**src/rtl/rktab_pkg.sv**
```systemverilog
// ----------------------------------------------------------------------------
// rktab_pkg
// Shared types and constants for the reference-counted key table.
// ----------------------------------------------------------------------------
package rktab_pkg;

  // Default sizes of the table.
  localparam int unsigned EntriesDef   = 32;
  localparam int unsigned KeyBitsDef   = 64;
  localparam int unsigned CountBitsDef = 16;

  // Fixed field widths on the stream ports.
  localparam int unsigned KeyFieldW   = 64;
  localparam int unsigned CountFieldW = 16;
  localparam int unsigned StatusW     = 2;
  localparam int unsigned STdataW     = 72;
  localparam int unsigned MTdataW     = 24;

  // Operation codes.
  localparam logic OpInsert = 1'b0;
  localparam logic OpRemove = 1'b1;

  typedef enum logic [StatusW-1:0] {
    ST_OK        = 2'd0,
    ST_FULL      = 2'd1,
    ST_NOT_FOUND = 2'd2,
    ST_IN_USE    = 2'd3
  } status_e;

  // Command broadcast from the controller to every cell.
  typedef struct packed {
    logic compare;
    logic update;
    logic op;
    logic any_hit;
  } cell_cmd_t;

  // Flags rippled from cell to cell, lowest entry first.
  typedef struct packed {
    logic hit;
    logic free;
  } cell_chain_t;

endpackage

```
**src/rtl/rktab_cell.sv**
```systemverilog
// ----------------------------------------------------------------------------
// rktab_cell
// One table entry: valid mark, key and reference count, with its own key
// comparator and its link in the priority chain.
// ----------------------------------------------------------------------------
module rktab_cell #(
  parameter int unsigned KEY_BITS   = rktab_pkg::KeyBitsDef,
  parameter int unsigned COUNT_BITS = rktab_pkg::CountBitsDef
) (
  input  logic                    clk_i,
  input  logic                    rst_ni,
  input  rktab_pkg::cell_cmd_t    cmd_i,
  input  logic [KEY_BITS-1:0]     key_i,
  input  rktab_pkg::cell_chain_t  chain_i,
  output rktab_pkg::cell_chain_t  chain_o,
  input  logic [COUNT_BITS-1:0]   cnt_i,
  output logic [COUNT_BITS-1:0]   cnt_o
);
  import rktab_pkg::*;

  localparam logic [COUNT_BITS-1:0] CountMax = '1;
  localparam logic [COUNT_BITS-1:0] CountOne = COUNT_BITS'(1);

  logic                  valid_q, valid_d;
  logic [KEY_BITS-1:0]   key_q, key_d;
  logic [COUNT_BITS-1:0] count_q, count_d;
  logic                  hit_q, hit_d;
  logic                  claim;
  logic                  touched;

  // The lowest free entry claims the key when an insert found no match.
  assign claim = cmd_i.update && (cmd_i.op == OpInsert) && !cmd_i.any_hit &&
                 !valid_q && !chain_i.free;

  always_comb begin
    valid_d = valid_q;
    key_d   = key_q;
    count_d = count_q;
    hit_d   = hit_q;
    touched = 1'b0;
    if (cmd_i.compare) begin
      hit_d = valid_q && (key_q == key_i);
    end
    if (cmd_i.update && hit_q) begin
      touched = 1'b1;
      if (cmd_i.op == OpInsert) begin
        if (count_q != CountMax) begin
          count_d = count_q + CountOne;
        end
      end else if (count_q > CountOne) begin
        count_d = count_q - CountOne;
      end else begin
        valid_d = 1'b0;
        count_d = '0;
      end
    end else if (claim) begin
      touched = 1'b1;
      valid_d = 1'b1;
      key_d   = key_i;
      count_d = CountOne;
    end
  end

  assign chain_o.hit  = chain_i.hit | hit_q;
  assign chain_o.free = chain_i.free | ~valid_q;
  assign cnt_o        = cnt_i | (touched ? count_d : '0);

  always_ff @(posedge clk_i or negedge rst_ni) begin
    if (!rst_ni) begin
      valid_q <= 1'b0;
      count_q <= '0;
      hit_q   <= 1'b0;
    end else begin
      valid_q <= valid_d;
      count_q <= count_d;
      hit_q   <= hit_d;
    end
  end

  always_ff @(posedge clk_i) begin
    key_q <= key_d;
  end

endmodule

```
**config.mk**
```make
export PLATFORM = sky130hd
export DESIGN_NAME = rktab_cell
export DESIGN_NICKNAME = d
export VERILOG_FILES = /design/src/rtl/rktab_pkg.sv /design/src/rtl/rktab_cell.sv
export SDC_FILE = /design/constraint.sdc
export NUM_CORES = 1
export LEC_CHECK = 0
export ABC_CLOCK_PERIOD_IN_PS = 8160
export BUFFER_PORTS_ARGS = -buffer_cell sky130_fd_sc_hd__buf_2
export CORE_MARGIN = 1.5
export CORE_UTILIZATION = 32
export CTS_BUF_LIST = sky130_fd_sc_hd__clkbuf_2
export CTS_CLUSTER_SIZE = 30
export DETAILED_ROUTE_END_ITERATION = 6
export HOLD_SLACK_MARGIN = 0.1
export PLACE_DENSITY = 0.57
export SLEW_MARGIN = 20
export SYNTH_ARGS = -nofsm -noshare
export SYNTH_HDL_FRONTEND = slang
export SYNTH_SLANG_ARGS = --single-unit
```
**constraint.sdc**
```tcl
create_clock -name clk_i -period 8.16 [get_ports clk_i]
set_input_delay 0 -clock clk_i [delete_from_list [all_inputs] [get_ports clk_i]]
set_output_delay 0 -clock clk_i [all_outputs]
set_load 0.01 [all_outputs]
```
==> out/results.env, run 1 <==
END_KIND='output pin'
NUMBER_OF_ANTENNA_VIOLATIONS_AT_THE_FIRST_CHECK_IN_GLOBAL_ROUTING=0
TRITONCTS_BUFFERS=9
POSTSYNTH.TOPFLOPCELL='edfxtp_1'
TOTAL_LEAKAGE_POWER_nW=2.46
CRIT_CHAIN='or4_4 -> or4_1 -> o21bai_2 -> o31ai_1 -> a211o_1 -> buf_2'
GRT_PASS1_WL_UM=20600
POWER.NET_SWITCHING_mW=0.267
SYNTH_WARNINGS=0
FIN_SETUP_TNS_PS=0
VIAS=4178
WORST_PATH_LARGEST_CELL_DELAY_PS=630
FINALSETUPVIOLATIONS=0
PIN_COUNT=106
SYN_INST=420
WORSTPATHMAXFANOUT=13
SEQUENTIAL_STANDARD_CELL_AREA_SQ_UM=2370
MAX_FREQ_MHz=283
POWER.SHARE.SEQUENTIAL_PCT=56.5
MAXCAP_VIOLATIONS=0
COMBPWRFRAC_PCT=20.8
GP_CONGESTION=0.881
WORST_SLEW_PIN_SLEW_PS=879
WORST_EP_REQUIRED_TIME_PS=8160
CTS.REPAIR.RESIZED=0
RRSETUPSLACK_PS=5240
CRITPATHLAUNCH='count_q[8]$_DFF_PN0_'
NUMCLOCKSINKS=82
CTS_TREE='yes'
WL_PER_CELL_UM=17.1
CRIT_PATH_TOP_DELAY_CELL='o21bai_2'
DRT_ITER0_DRC=217
INTERNAL-POWER_mW=0.607
POWER.IR.VDD_WORST_mV=0.113
GRT_SETUP_UNREPAIRED='no'
INSERTEDDIODECOUNT=0
FINALCRITICALPERIOD_PS=3530
TIMING.HOLD.WORST.CLASS='input pin to flip-flop'
ASYNCSETRESETFLOPFRACSYNTH_PCT=22.0
STATUS='finished clean'
POST_SYNTH_NUM_CELL_TYPES=58
TIMING_MAX_TRANSITION_VIOLATIONS_FINAL=0
TIMING.FINAL.CRIT_SHARE_PCT=43.3
LAYOUT.NETS=711
H_TREE_LEVELS=3
POST_ROUTE_CELLS_DRIVE_ABOVE_1_SHARE_PCT=21.9
POWER.CLOCK.FRACTION_PCT=22.6
ENDPOINT='cnt_o[12]'
MAPPEDNETLISTAREA_SQ_UM=4590
VIA_PER_INST=5.19
GRT_MAX_DEGREE=55
GRT_USE_TOTAL_PCT=17.9
GRT_OVERFLOW_TOTAL=0
TIMING.RR.START='count_q[8]$_DFF_PN0_'
SYNTHTOPCELLSBYAREA='edfxtp_1 (42%), dfrtp_1 (9.8%), xnor2_1 (6.3%), inv_1 (2.6%), nor4_1 (2.2%)'
FP.COREAREA_SQ_UM=13900
SYNTHDOMINANTCELLAREASHARE_PCT=41.9
DRC=0
CRITICAL_PATH.STARTPOINT_TYPE='flip-flop'
CLK_ROOT_BUFFER_CELL='clkbuf_2'
INITIAL_CORE_UTIL_PCT=32.9
PLACE.DETAILED.HPWL_UM=8670
SYNTH_FP_NETS=511
WORSTSKEWPAIRLATENCY_PS=550
POSTROUTEWIRELENGTH_UM=13800
DIE_X_UM=123
PORT_BUFFERS=105
POWER_DENSITY_nW_PER_UM2=137
POSTSYNTHAREAPERCELL_SQ_UM=10.9
FIN_WORST_SKEW_PS=22.5
YS_SEQ_ELEMENTS=82
WORSTPATHARRIVAL_PS=3530
PLACEMENTROWS=43
PRE_CTS_WS_PS=4820
CTS.CLK_SLEW.WORST_PATHS_PS=240
SYNTH-EDFF-COUNT=64
DR_PASS1_ITERATIONS=4
DIE-AREA_SQ_UM=15100
DRT.ANTENNA.VIOLATING_NETS=0
SYNTH-SEQ-AREA-SHARE_PCT=51.7
FIN_WS_PS=4630
CRIT-REG2REG-CAPTURE='count_q[3]$_DFF_PN0_'
NUMBER_OF_GLOBAL_ROUTE_VIAS_BEFORE_REPAIR=4106
HOLD_VIOL_FINAL=0
CRITICALPATHCATEGORY='flip-flop to output pin'
POWER_mW=0.874
N_FILL_CELL=1311
SYN_TO_FINAL_GROWTH_PCT=38.8
RELSLEWSLACK_PCT=41.4
CLOCK_TREE.BUFFER_DEPTH=2
FF2FF_PATH_DEPTH=5
DIE-HEIGHT_UM=123
MULTI_INPUT_GATE_AREA_IN_THE_FINAL_LAYOUT_SQ_UM=2000
SYNTH_TOP_AREA_CELL='edfxtp_1'
POWER_SWITCHING_SHARE_PCT=30.5
through the flow:
step	cell area, sq um	instances	util (%)	hold slack (ps)
finish	6370	805	45.7	170
global route	6370	805	45.7	99.8
CTS	6190	787	44.4	100
detailed placement	5270	688	37.8	-10.5
global placement	5270	688	37.8	-13.6
floorplan	4590	420	-	-296
synth_stat cells (4+ instances only):
library cell,n
a2111o_1,4
a211o_1,5
a21o_1,7
a21oi_1,13
a221oi_1,6
a31oi_1,6
clkbuf_1,15
dfrtp_1,18
edfxtp_1,64
inv_1,32
nand2_1,14
nand2b_1,7
nand3_1,16
nand3b_1,4
nand4_1,15
nor2_1,13
nor2b_1,15
nor3_1,12
nor4_1,16
o211ai_1,9
o21ai_0,5
o221ai_1,4
o22ai_1,6
o31ai_1,5
or3_1,7
or4_1,4
xnor2_1,33
xor2_1,11
power groups by stage:
stage | registers (mW) | clock network [mW] | logic, mW
2_1_floorplan | 0.487 | 0 | 0.0959
3_3_place_gp | 0.501 | 0 | 0.138
3_5_place_dp | 0.502 | 0 | 0.140
4_1_cts | 0.493 | 0.208 | 0.172
5_1_grt | 0.497 | 0.223 | 0.200
6_report | 0.494 | 0.198 | 0.182
worst min path at each step:
stage / start / depth (start not counted) / slack [ps] / endpoint
after floorplan: rst_ni / 0 / -300 / count_q[0]$_DFF_PN0_
after global placement: rst_ni / 1 / -10 / count_q[6]$_DFF_PN0_
after detailed placement: rst_ni / 1 / -10 / count_q[6]$_DFF_PN0_
after CTS: key_i[1] / 2 / 100 / key_q[1]$_DFFE_PP_
after global routing: key_i[28] / 2 / 100 / key_q[28]$_DFFE_PP_
final: key_i[33] / 2 / 170 / key_q[33]$_DFFE_PP_
flip-flops by register name, summed over array words and instances (netlist names):
signal,count
hit_q,1
key_q,64
count_q,16
valid_q,1
what timing repair did:
action | CTS | global route
endpoints found under the hold margin | 111 | 35
hold buffers | 83 | 18
endpoints found under the setup margin | 0 | 0
setup buffers | 0 | 0
cell families (layout without fill, tap and decap cells):
logic type               count (synthesis)  after routing  synth area share [%]
AO/OA/AOI/OAI                          101            101                  16.9
XOR/XNOR                                44             44                  8.40
adder cells (fa/ha/maj)                  3              3                 0.818
buffers and inverters                   52            257                  4.72
flip-flops                              82             82                  51.7
multiplexers                             3              3                 0.682
AND/OR/NAND/NOR                        135            135                  16.8
area by class of cell:
| cell class | count | area share, % |
|---|---|---|
| Clock buffer | 10 | 0.786 |
| Clock inverter | 6 | 0.649 |
| Inverter | 32 | 1.89 |
| Multi-Input combinational cell | 286 | 31.5 |
| Sequential cell | 82 | 37.3 |
| Tap cell | 180 | 3.54 |
| Timing Repair Buffer | 209 | 24.4 |
critical path: cells and delay by family (launching register included):
family / cells / cell delay (ps)
buf+inv: 1 / 140
flops: 1 / 580
compound gates: 3 / 1110
simple gates: 2 / 1150
layout by cell type (no fill, tap or decap), types with 4 or more instances in the layout:
cell type	instances
edfxtp_1	64
nand3b_1	4
o211ai_1	9
o221ai_1	4
a21o_1	7
o31ai_1	5
nand2b_1	7
dfrtp_1	18
inv_1	32
buf_2	106
o22ai_1	6
nand3_1	16
nor2_1	13
or4_1	4
xnor2_1	33
a221oi_1	6
o21ai_0	4
nand4_1	15
nor3_1	12
or3_1	7
nor4_1	16
a21oi_1	13
a211o_1	5
dlygate4sd3_1	100
a31oi_1	6
a2111o_1	4
xor2_1	11
clkbuf_2	10
nand2_1	14
nor2b_1	15
layer usage:
metal	track usage (%)	vias to the layer above	routed length [um]
met5	0	-	0
met4	5.81	0	261
met3	4.83	23	670
met2	31.1	135	7060
met1	21.4	2010	5770
li1	-	2010	-
(Power assumes the default switching activity.)
==> run 2, diff against run 1 <==
Settings changed: ABC_AREA from default to 1, ABC_CLOCK_PERIOD_IN_PS 8160 to 3250.
Clock period 8.16 ns to 3.25 ns, I/O delays scaled along.
==> run 2 against run 1 <==
Power rose to 2.6 times the previous value. Critical path type unchanged. Highest routed layer unchanged. Synthesized cell count rose by 54%. Via count rose by 9.4%. Largest cell class unchanged. Global-route usage fell by 1.8 points.
==> out/results.env, run 2 <==
FP.COREAREA_SQ_UM=15100  # +8.3%
CRITICALPATHCATEGORY='flip-flop to output pin'
SYNTH_COMMON_CELLS='nand2_1 (232), inv_1 (99), nor2_1 (84), edfxtp_1 (64), nand3_1 (36)'
WORST_EP_REQUIRED_TIME_PS=3250  # -4910 ps
GRT_PASS1_WL_UM=20500  # -0.77%
TRITONCTS_BUFFERS=9  # unchanged
LAYOUT.NETS=943  # +33%
SYNTH-EDFF-COUNT=64  # unchanged
WORSTPATHARRIVAL_PS=2590  # -940 ps
PIN_COUNT=106  # unchanged
WORSTSKEWPAIRLATENCY_PS=570  # +20 ps
TOP_LIBRARY_CELLS_BY_USAGE_IN_THE_LAYOUT_FILL_AND_TAPS_ASIDE='nand2_1 (232), buf_2 (105), inv_1 (99)'
INTERNAL-POWER_mW=1.64  # +170%
COMBPWRFRAC_PCT=19.3  # -1.5 points
END_KIND='output pin'
DR_PASS1_ITERATIONS=5  # +1
MOST_NUMEROUS_CELL_IN_THE_YOSYS_NETLIST='nand2_1'
GRT_USE_TOTAL_PCT=16.1  # -1.8 points
FF2FF_PATH_DEPTH=9  # +4
FIN_WS_PS=663  # -3960 ps
FIN_WORST_SKEW_PS=45.9  # +23.5 ps
PRE_CTS_WS_PS=1340  # -3480 ps
TOP_REGISTER='key_q'
CRIT_CHAIN='inv_1 -> ha_1 -> o21ai_0 -> nor2_1 -> nand2_1 -> nand2_2 -> inv_2 -> nand3_1 -> nand2_1 -> nand2_1 -> nand2_1 -> buf_2'
PORT_BUFFERS=105  # unchanged
CRITPATHMOSTFREQUENTCELL='nand2_1'
WORST_SLEW_PIN_SLEW_PS=933  # +54.0 ps
POWER.SHARE.SEQUENTIAL_PCT=52.3  # -4.2 points
TIMING.FINAL.CRIT_SHARE_PCT=79.6
NUMBER_OF_ANTENNA_VIOLATIONS_AT_THE_FIRST_CHECK_IN_GLOBAL_ROUTING=1  # +1
TIMING_MAX_TRANSITION_VIOLATIONS_FINAL=0  # unchanged
FIN_UTIL_PCT=44.8  # -0.88 points
SYNTH_FP_NETS=739  # +45%
CTS.CLK_SLEW.WORST_PATHS_PS=250  # about the same
CRIT-REG2REG-CAPTURE='count_q[0]$_DFF_PN0_'
CLOCK_TREE.BUFFER_DEPTH=2  # unchanged
CRITPATHLAUNCH='count_q[0]$_DFF_PN0_'
STATUS='finished clean'
MAXCAP_VIOLATIONS=0  # unchanged
VIAS=4572  # +9.4%
SYNTHTOPCELLSBYAREA='edfxtp_1 (39%), nand2_1 (18%), dfrtp_1 (9.2%), inv_1 (7.6%), nor2_1 (6.4%)'
DIE-AREA_SQ_UM=16100  # +6.9%
FINAL_COMMON_CELL='nand2_1'
PLACE.DETAILED.INSTANCES=932  # +35%
POST_SYNTH_NUM_CELL_TYPES=29  # -50%
POWER_SWITCHING_SHARE_PCT=27.9  # -2.7 points
POST_ROUTE_CELLS_DRIVE_ABOVE_1_SHARE_PCT=16.7  # -5.2 points
DRT_ITER0_DRC=185  # -15%
SYNTH_TOP_AREA_CELL='edfxtp_1'
POWER.NET_SWITCHING_mW=0.632  # +140%
DIE_X_UM=127  # +3.4%
SYN_INST=648  # +54%
MIN-DELAY-START='key_i[25]'
GRT_OVERFLOW_TOTAL=0  # unchanged
TIMING.HOLD.WORST_PATH_DEPTH=2  # unchanged
WORSTPATHMAXFANOUT=10  # -3
MAPPEDNETLISTAREA_SQ_UM=4910  # +7.1%
RRSETUPSLACK_PS=880  # -4360 ps
GRT_MAX_DEGREE=65  # +18%
H_TREE_LEVELS=3  # unchanged
TIMING.HOLD.WORST.CLASS='input pin to flip-flop'
TIMING.RR.START='count_q[0]$_DFF_PN0_'
DRC=0  # unchanged
RELSLEWSLACK_PCT=37.6  # -3.8 points
WORST_PATH_LARGEST_CELL_DELAY_PS=550  # -80 ps
SYN_TO_FINAL_GROWTH_PCT=37.6
MAX_FREQ_MHz=387
POWER.IR.VDD_WORST_mV=0.140  # +23%
CTS_TREE='yes'
CLK_ROOT_BUFFER_CELL='clkbuf_2'
POSTSYNTHAREAPERCELL_SQ_UM=7.58  # -31%
VIA_PER_INST=4.37  # -16%
CRITICAL_PATH.STARTPOINT_TYPE='flip-flop'
SYNTHDOMINANTCELLAREASHARE_PCT=39.1  # -2.8 points
PLACEMENTROWS=45  # +4.7%
SYNTH-SEQ-AREA-SHARE_PCT=48.3  # -3.4 points
NUMCLOCKSINKS=82  # unchanged
NUMBER_OF_GLOBAL_ROUTE_VIAS_BEFORE_REPAIR=4310  # +5.0%
PLACEDINSTANCEAREA_SQ_UM=5650  # +7.3%
ASYNCSETRESETFLOPFRACSYNTH_PCT=22.0  # unchanged
POSTSYNTH.TOPFLOPCELL='edfxtp_1'
GRT_SETUP_UNREPAIRED='no'
FINALSETUPVIOLATIONS=0  # unchanged
FINALCRITICALPERIOD_PS=2590
GP_CONGESTION=0.932  # +5.8%
LAYOUT_TOP_REGISTERS='key_q: 64 flops, count_q: 16 flops'
FIN_CELLS=1046  # +30%
HOLDPATHEND='key_q[25]$_DFFE_PP_'
POWER.CLOCK.FRACTION_PCT=28.4  # +5.8 points
TOTAL_LEAKAGE_POWER_nW=3.33  # +35%
CRIT_PATH_TOP_DELAY_CELL='dfrtp_1'
DRT.ANTENNA.VIOLATING_NETS=0  # unchanged
POSTROUTEWIRELENGTH_UM=12500  # -9.3%
NUMBER_OF_FLIP_FLOPS_UNDER_THE_LARGEST_REGISTER_NAME=64  # unchanged
DESIGN_AREA_SQ_UM=6760  # +6.2%
POWER_DENSITY_nW_PER_UM2=335  # +140%
YS_SEQ_ELEMENTS=82  # unchanged
INITIAL_CORE_UTIL_PCT=32.6  # -0.36 points
FIN_SETUP_TNS_PS=0  # unchanged
WL_PER_CELL_UM=11.9  # -30%
HOLD_VIOL_FINAL=0  # unchanged
SYNTH_WARNINGS=0  # unchanged
DIE-HEIGHT_UM=127  # +3.4%
PLACE.DETAILED.HPWL_UM=8570  # -1.1%
-- run 2: changes by cell type after synthesis, moves of 11 or more --
cell and change:
nand2_1 +218, nor2_1 +71, inv_1 +67, o21ai_0 +25, xnor2_1 -23, nand3_1 +20
nor2b_1 -15, nor4_1 -15, xor2_1 +15, clkbuf_1 -14, a21oi_1 -12, nor3_1 -11
-- run 2: critical path: cells and delay by family, from the launching register on --
| kind | cells | cell delay [ps] |
|---|---|---|
| AOI/OAI and AO/OA | 1 | 170 |
| adders and majority gates | 1 | 260 |
| buffers and inverters | 3 | 470 |
| DFF | 1 | 550 |
| and+or+nand+nor | 7 | 580 |
-- run 2: what timing repair did --
action,4_1_cts,5_1_grt
hold endpoints to repair,158,0
setup buffers,0,0
gates resized for setup,0,0
hold buffers,97,0
-- run 2: routing by layer --
metal / vias up / share of wire, % / GRT usage [%]
met3: 17 / 4.9 / 2.87
met5: - / 0 / 0
li1: 2417 / - / -
met4: 0 / 1.6 / 6.62
met1: 2015 / 47 / 20.4
met2: 123 / 47 / 27.0
-- run 2: power by group through the flow --
stage / Combinational (mW) / Sequential, mW / Clock (mW)
2_1_floorplan: 0.214 / 1.20 / 0
6_report: 0.438 / 1.19 / 0.643
4_1_cts: 0.435 / 1.19 / 0.676
3_5_place_dp: 0.336 / 1.21 / 0
3_3_place_gp: 0.337 / 1.21 / 0
5_1_grt: 0.490 / 1.19 / 0.719
-- run 2: how the worst max path moves through the flow --
stage,end,slack (ps)
final,cnt_o[11],660
after global routing,cnt_o[11],350
after CTS,cnt_o[1],650
after detailed placement,cnt_o[1],1340
after global placement,cnt_o[1],1370
after floorplan,key_q[0]$_DFFE_PP_,360
-- run 2: layout make-up --
class	count	area, sq um
Multi-Input combinational cell	451	2090
Clock buffer	10	50.0
Clock inverter	6	90.1
Tap cell	188	235
Inverter	104	393
Sequential cell	82	2370
Timing Repair Buffer	204	1520
Fill cell	1527	8330
Antenna cell	1	2.50
-- run 2: cell families after synthesis --
family / Yosys count / synth area share (%)
AOI/OAI and AO/OA: 35 / 3.64
xor gates and xnor gates: 36 / 6.42
adders and majority gates: 3 / 0.764
buffers and inverters: 115 / 9.24
DFF: 82 / 48.3
and+or+nand+nor: 377 / 31.7
-- run 2: per-stage QoR --
| stage | hold WS, ps | power, mW |
|---|---|---|
| after CTS | 100 | 2.30 |
| after floorplan | -296 | 1.41 |
| after global placement | -1.56 | 1.55 |
| after detailed placement | -9.98 | 1.54 |
| after global routing | 101 | 2.40 |
| final | 168 | 2.27 |
==> run 3, diff against run 2 <==
Settings changed: ABC_CLOCK_PERIOD_IN_PS 3250 to 2200, PLACE_DENSITY 0.57 to 0.59.
Clock period 3.25 ns to 2.2 ns, I/O delays scaled along.
==> run 3 against run 2 <==
The flow now finishes with violations (setup timing). Setup slack got worse by 760 ps. Hold slack worse by 9.1 ps. Critical endpoint is now cnt_o[6]. Power rose by 46%. Sequential cell count stayed put. Count of clock-buffer cells in the layout unchanged. Clock power up 19%. Critical path depth did not move. Clock skew down 20 ps. Sequential share of layout area is 1.8 points lower. Wire length rose by 8.3%. Sequential power increased by 48%.
==> out/results.env, run 3 (synthesized netlist as in run 2, its figures left out) <==
DRC=0  # unchanged
FIN_SETUP_TNS_PS=-742  # -742 ps
MAX_FREQ_MHz=435
POST_ROUTE_CELLS_DRIVE_ABOVE_1_SHARE_PCT=24.4  # +7.8 points
RELSLEWSLACK_PCT=38.8  # +1.2 points
PLACE.DETAILED.HPWL_UM=8580  # about the same
FIN_WS_PS=-100  # -763 ps
WORSTPATHMAXFANOUT=7  # -3
PIN_COUNT=106  # unchanged
FF2FF_PATH_DEPTH=11  # +2
FINAL_COMMON_CELL='nand2_1'
WORSTSKEWPAIRLATENCY_PS=580  # about the same
FINALSETUPVIOLATIONS=16  # +16
WORST_EP_REQUIRED_TIME_PS=2200  # -1050 ps
DRT_ITER0_DRC=248  # +34%
GRT_MAX_DEGREE=65  # unchanged
CRITICAL_PATH.STARTPOINT_TYPE='flip-flop'
DR_PASS1_ITERATIONS=5  # unchanged
HOLD_WS_PS=159  # -9.13 ps
TOTAL_LEAKAGE_POWER_nW=3.52  # +5.5%
FAILED_CHECKS='setup timing'
TIMING_MAX_TRANSITION_VIOLATIONS_FINAL=0  # unchanged
H_TREE_LEVELS=3  # unchanged
VIA_PER_INST=4.43  # +1.4%
DRT.ANTENNA.VIOLATING_NETS=0  # unchanged
NUMCLOCKSINKS=82  # unchanged
GRT_USE_TOTAL_PCT=16.8  # +0.70 points
STATUS='finished with violations'
NUMBER_OF_FLIP_FLOPS_UNDER_THE_LARGEST_REGISTER_NAME=64  # unchanged
TOP_LIBRARY_CELLS_BY_USAGE_IN_THE_LAYOUT_FILL_AND_TAPS_ASIDE='nand2_1 (226), buf_2 (105), dlygate4sd3_1 (102)'
MAXCAP_VIOLATIONS=0  # unchanged
FIN_WORST_SKEW_PS=26.2  # -19.8 ps
DIE-AREA_SQ_UM=16100  # unchanged
WL_PER_CELL_UM=12.5  # +4.8%
GRT_PASS1_WL_UM=21300  # +4.3%
TIMING.FINAL.CRIT_SHARE_PCT=105
CTS_TREE='yes'
WORSTPATHARRIVAL_PS=2300  # -290 ps
PORT_BUFFERS=105  # unchanged
POWER_DENSITY_nW_PER_UM2=460  # +37%
FINALCRITICALPERIOD_PS=2300
LAYOUT.NETS=978  # +3.7%
INITIAL_CORE_UTIL_PCT=32.6  # unchanged
TOP_REGISTER='key_q'
VIAS=4793  # +4.8%
CTS.CLK_SLEW.WORST_PATHS_PS=260  # about the same
DIE_X_UM=127  # unchanged
POWER.IR.VDD_WORST_mV=0.181  # +30%
FIN_CELLS=1081  # +3.3%
TIMING.HOLD.WORST.CLASS='input pin to flip-flop'
LAYOUT_TOP_REGISTERS='key_q: 64 flops, count_q: 16 flops'
FIN_UTIL_PCT=47.6  # +2.8 points
WORST_SLEW_PIN_SLEW_PS=915  # -17.4 ps
NUMBER_OF_ANTENNA_VIOLATIONS_AT_THE_FIRST_CHECK_IN_GLOBAL_ROUTING=1  # unchanged
HOLD_VIOL_FINAL=0  # unchanged
GP_CONGESTION=0.863  # -7.5%
TIMING.HOLD.WORST_PATH_DEPTH=2  # unchanged
CRITICALPATHCATEGORY='flip-flop to output pin'
NUMBER_OF_GLOBAL_ROUTE_VIAS_BEFORE_REPAIR=4374  # +1.5%
GRT_OVERFLOW_TOTAL=0  # unchanged
POSTROUTEWIRELENGTH_UM=13500  # +8.3%
FP.COREAREA_SQ_UM=15100  # unchanged
DIE-HEIGHT_UM=127  # unchanged
PLACEMENTROWS=45  # unchanged
CLK_ROOT_BUFFER_CELL='clkbuf_2'
SYN_TO_FINAL_GROWTH_PCT=46.1
TRITONCTS_BUFFERS=9  # unchanged
PLACE.DETAILED.INSTANCES=934  # +0.21%
CLOCK_TREE.BUFFER_DEPTH=2  # unchanged
END_KIND='output pin'
GRT_SETUP_UNREPAIRED='yes'
==> run 3: cell count changes in the layout (fill, tap and decap cells not counted), sizes merged <==
cell	before	now
clkinv	4	3
buf	107	137
bufinv	2	0
inv	104	107
dlygate4sd3	97	102
==> run 3: cell type report <==
class / count / area, sq um
Fill cell: 1447 / 7910
Sequential cell: 82 / 2390
Multi-Input combinational cell: 451 / 2250
Timing Repair Buffer: 239 / 1800
Inverter: 104 / 403
Tap cell: 188 / 235
Clock buffer: 10 / 50.0
Clock inverter: 6 / 45.0
Antenna cell: 1 / 2.50
==> run 3: per-layer routing <==
layer | up-vias | GRT usage [%] | wire length, um
li1 | 2485 | - | -
met1 | 2147 | 22.5 | 6430
met2 | 138 | 26.3 | 6080
met3 | 23 | 3.12 | 663
met4 | 0 | 7.62 | 333
met5 | - | 0 | 0
==> run 3: worst max-delay path, cell delays in order, from the launching register on <==
cell and delay [ps]:
dfrtp_2 490, buf_4 150, ha_4 160, nand2_4 60
nor2_4 40, nand2_4 110, nor2_8 60, buf_4 140
o21ai_0 200, nand2_1 70, nand2_1 80, nand2_1 50
buf_2 130
==> run 3: where the power goes <==
part	switching (mW)	internal, mW
clock	0.599	0.168
combinational	0.381	0.397
sequential	0.0489	1.71
==> run 3: final timing paths <==
check | startpoint | end | slack, ps
min reg2reg | hit_q$_DFFE_PN0P_ | hit_q$_DFFE_PN0P_ | 610
max | count_q[1]$_DFF_PN0_ | cnt_o[6] | -100
max reg2reg | count_q[10]$_DFF_PN0_ | count_q[10]$_DFF_PN0_ | 80
min | key_i[37] | key_q[37]$_DFFE_PP_ | 160
min in group asynchronous | rst_ni | count_q[12]$_DFF_PN0_ | 610
max in group asynchronous | rst_ni | count_q[0]$_DFF_PN0_ | 960
==> run 3: metrics by stage <==
stage / area, sq um / total power, mW / worst slack [ps]
floorplan: 4920 / 2.08 / 5.58
global placement: 5660 / 2.28 / 248
detailed placement: 5660 / 2.29 / 204
CTS: 7030 / 3.29 / -117
global route: 7180 / 3.49 / -261
finish: 7180 / 3.31 / -100
==> run 3: what timing repair did <==
| action | 4_1_cts | 5_1_grt |
|---|---|---|
| pin swaps | 12 | 9 |
| setup buffers | 19 | 9 |
| resized for setup | 47 | 18 |
| setup endpoints to repair | 16 | 29 |
| endpoints found under the hold margin | 115 | 2 |
| hold buffers | 100 | 2 |
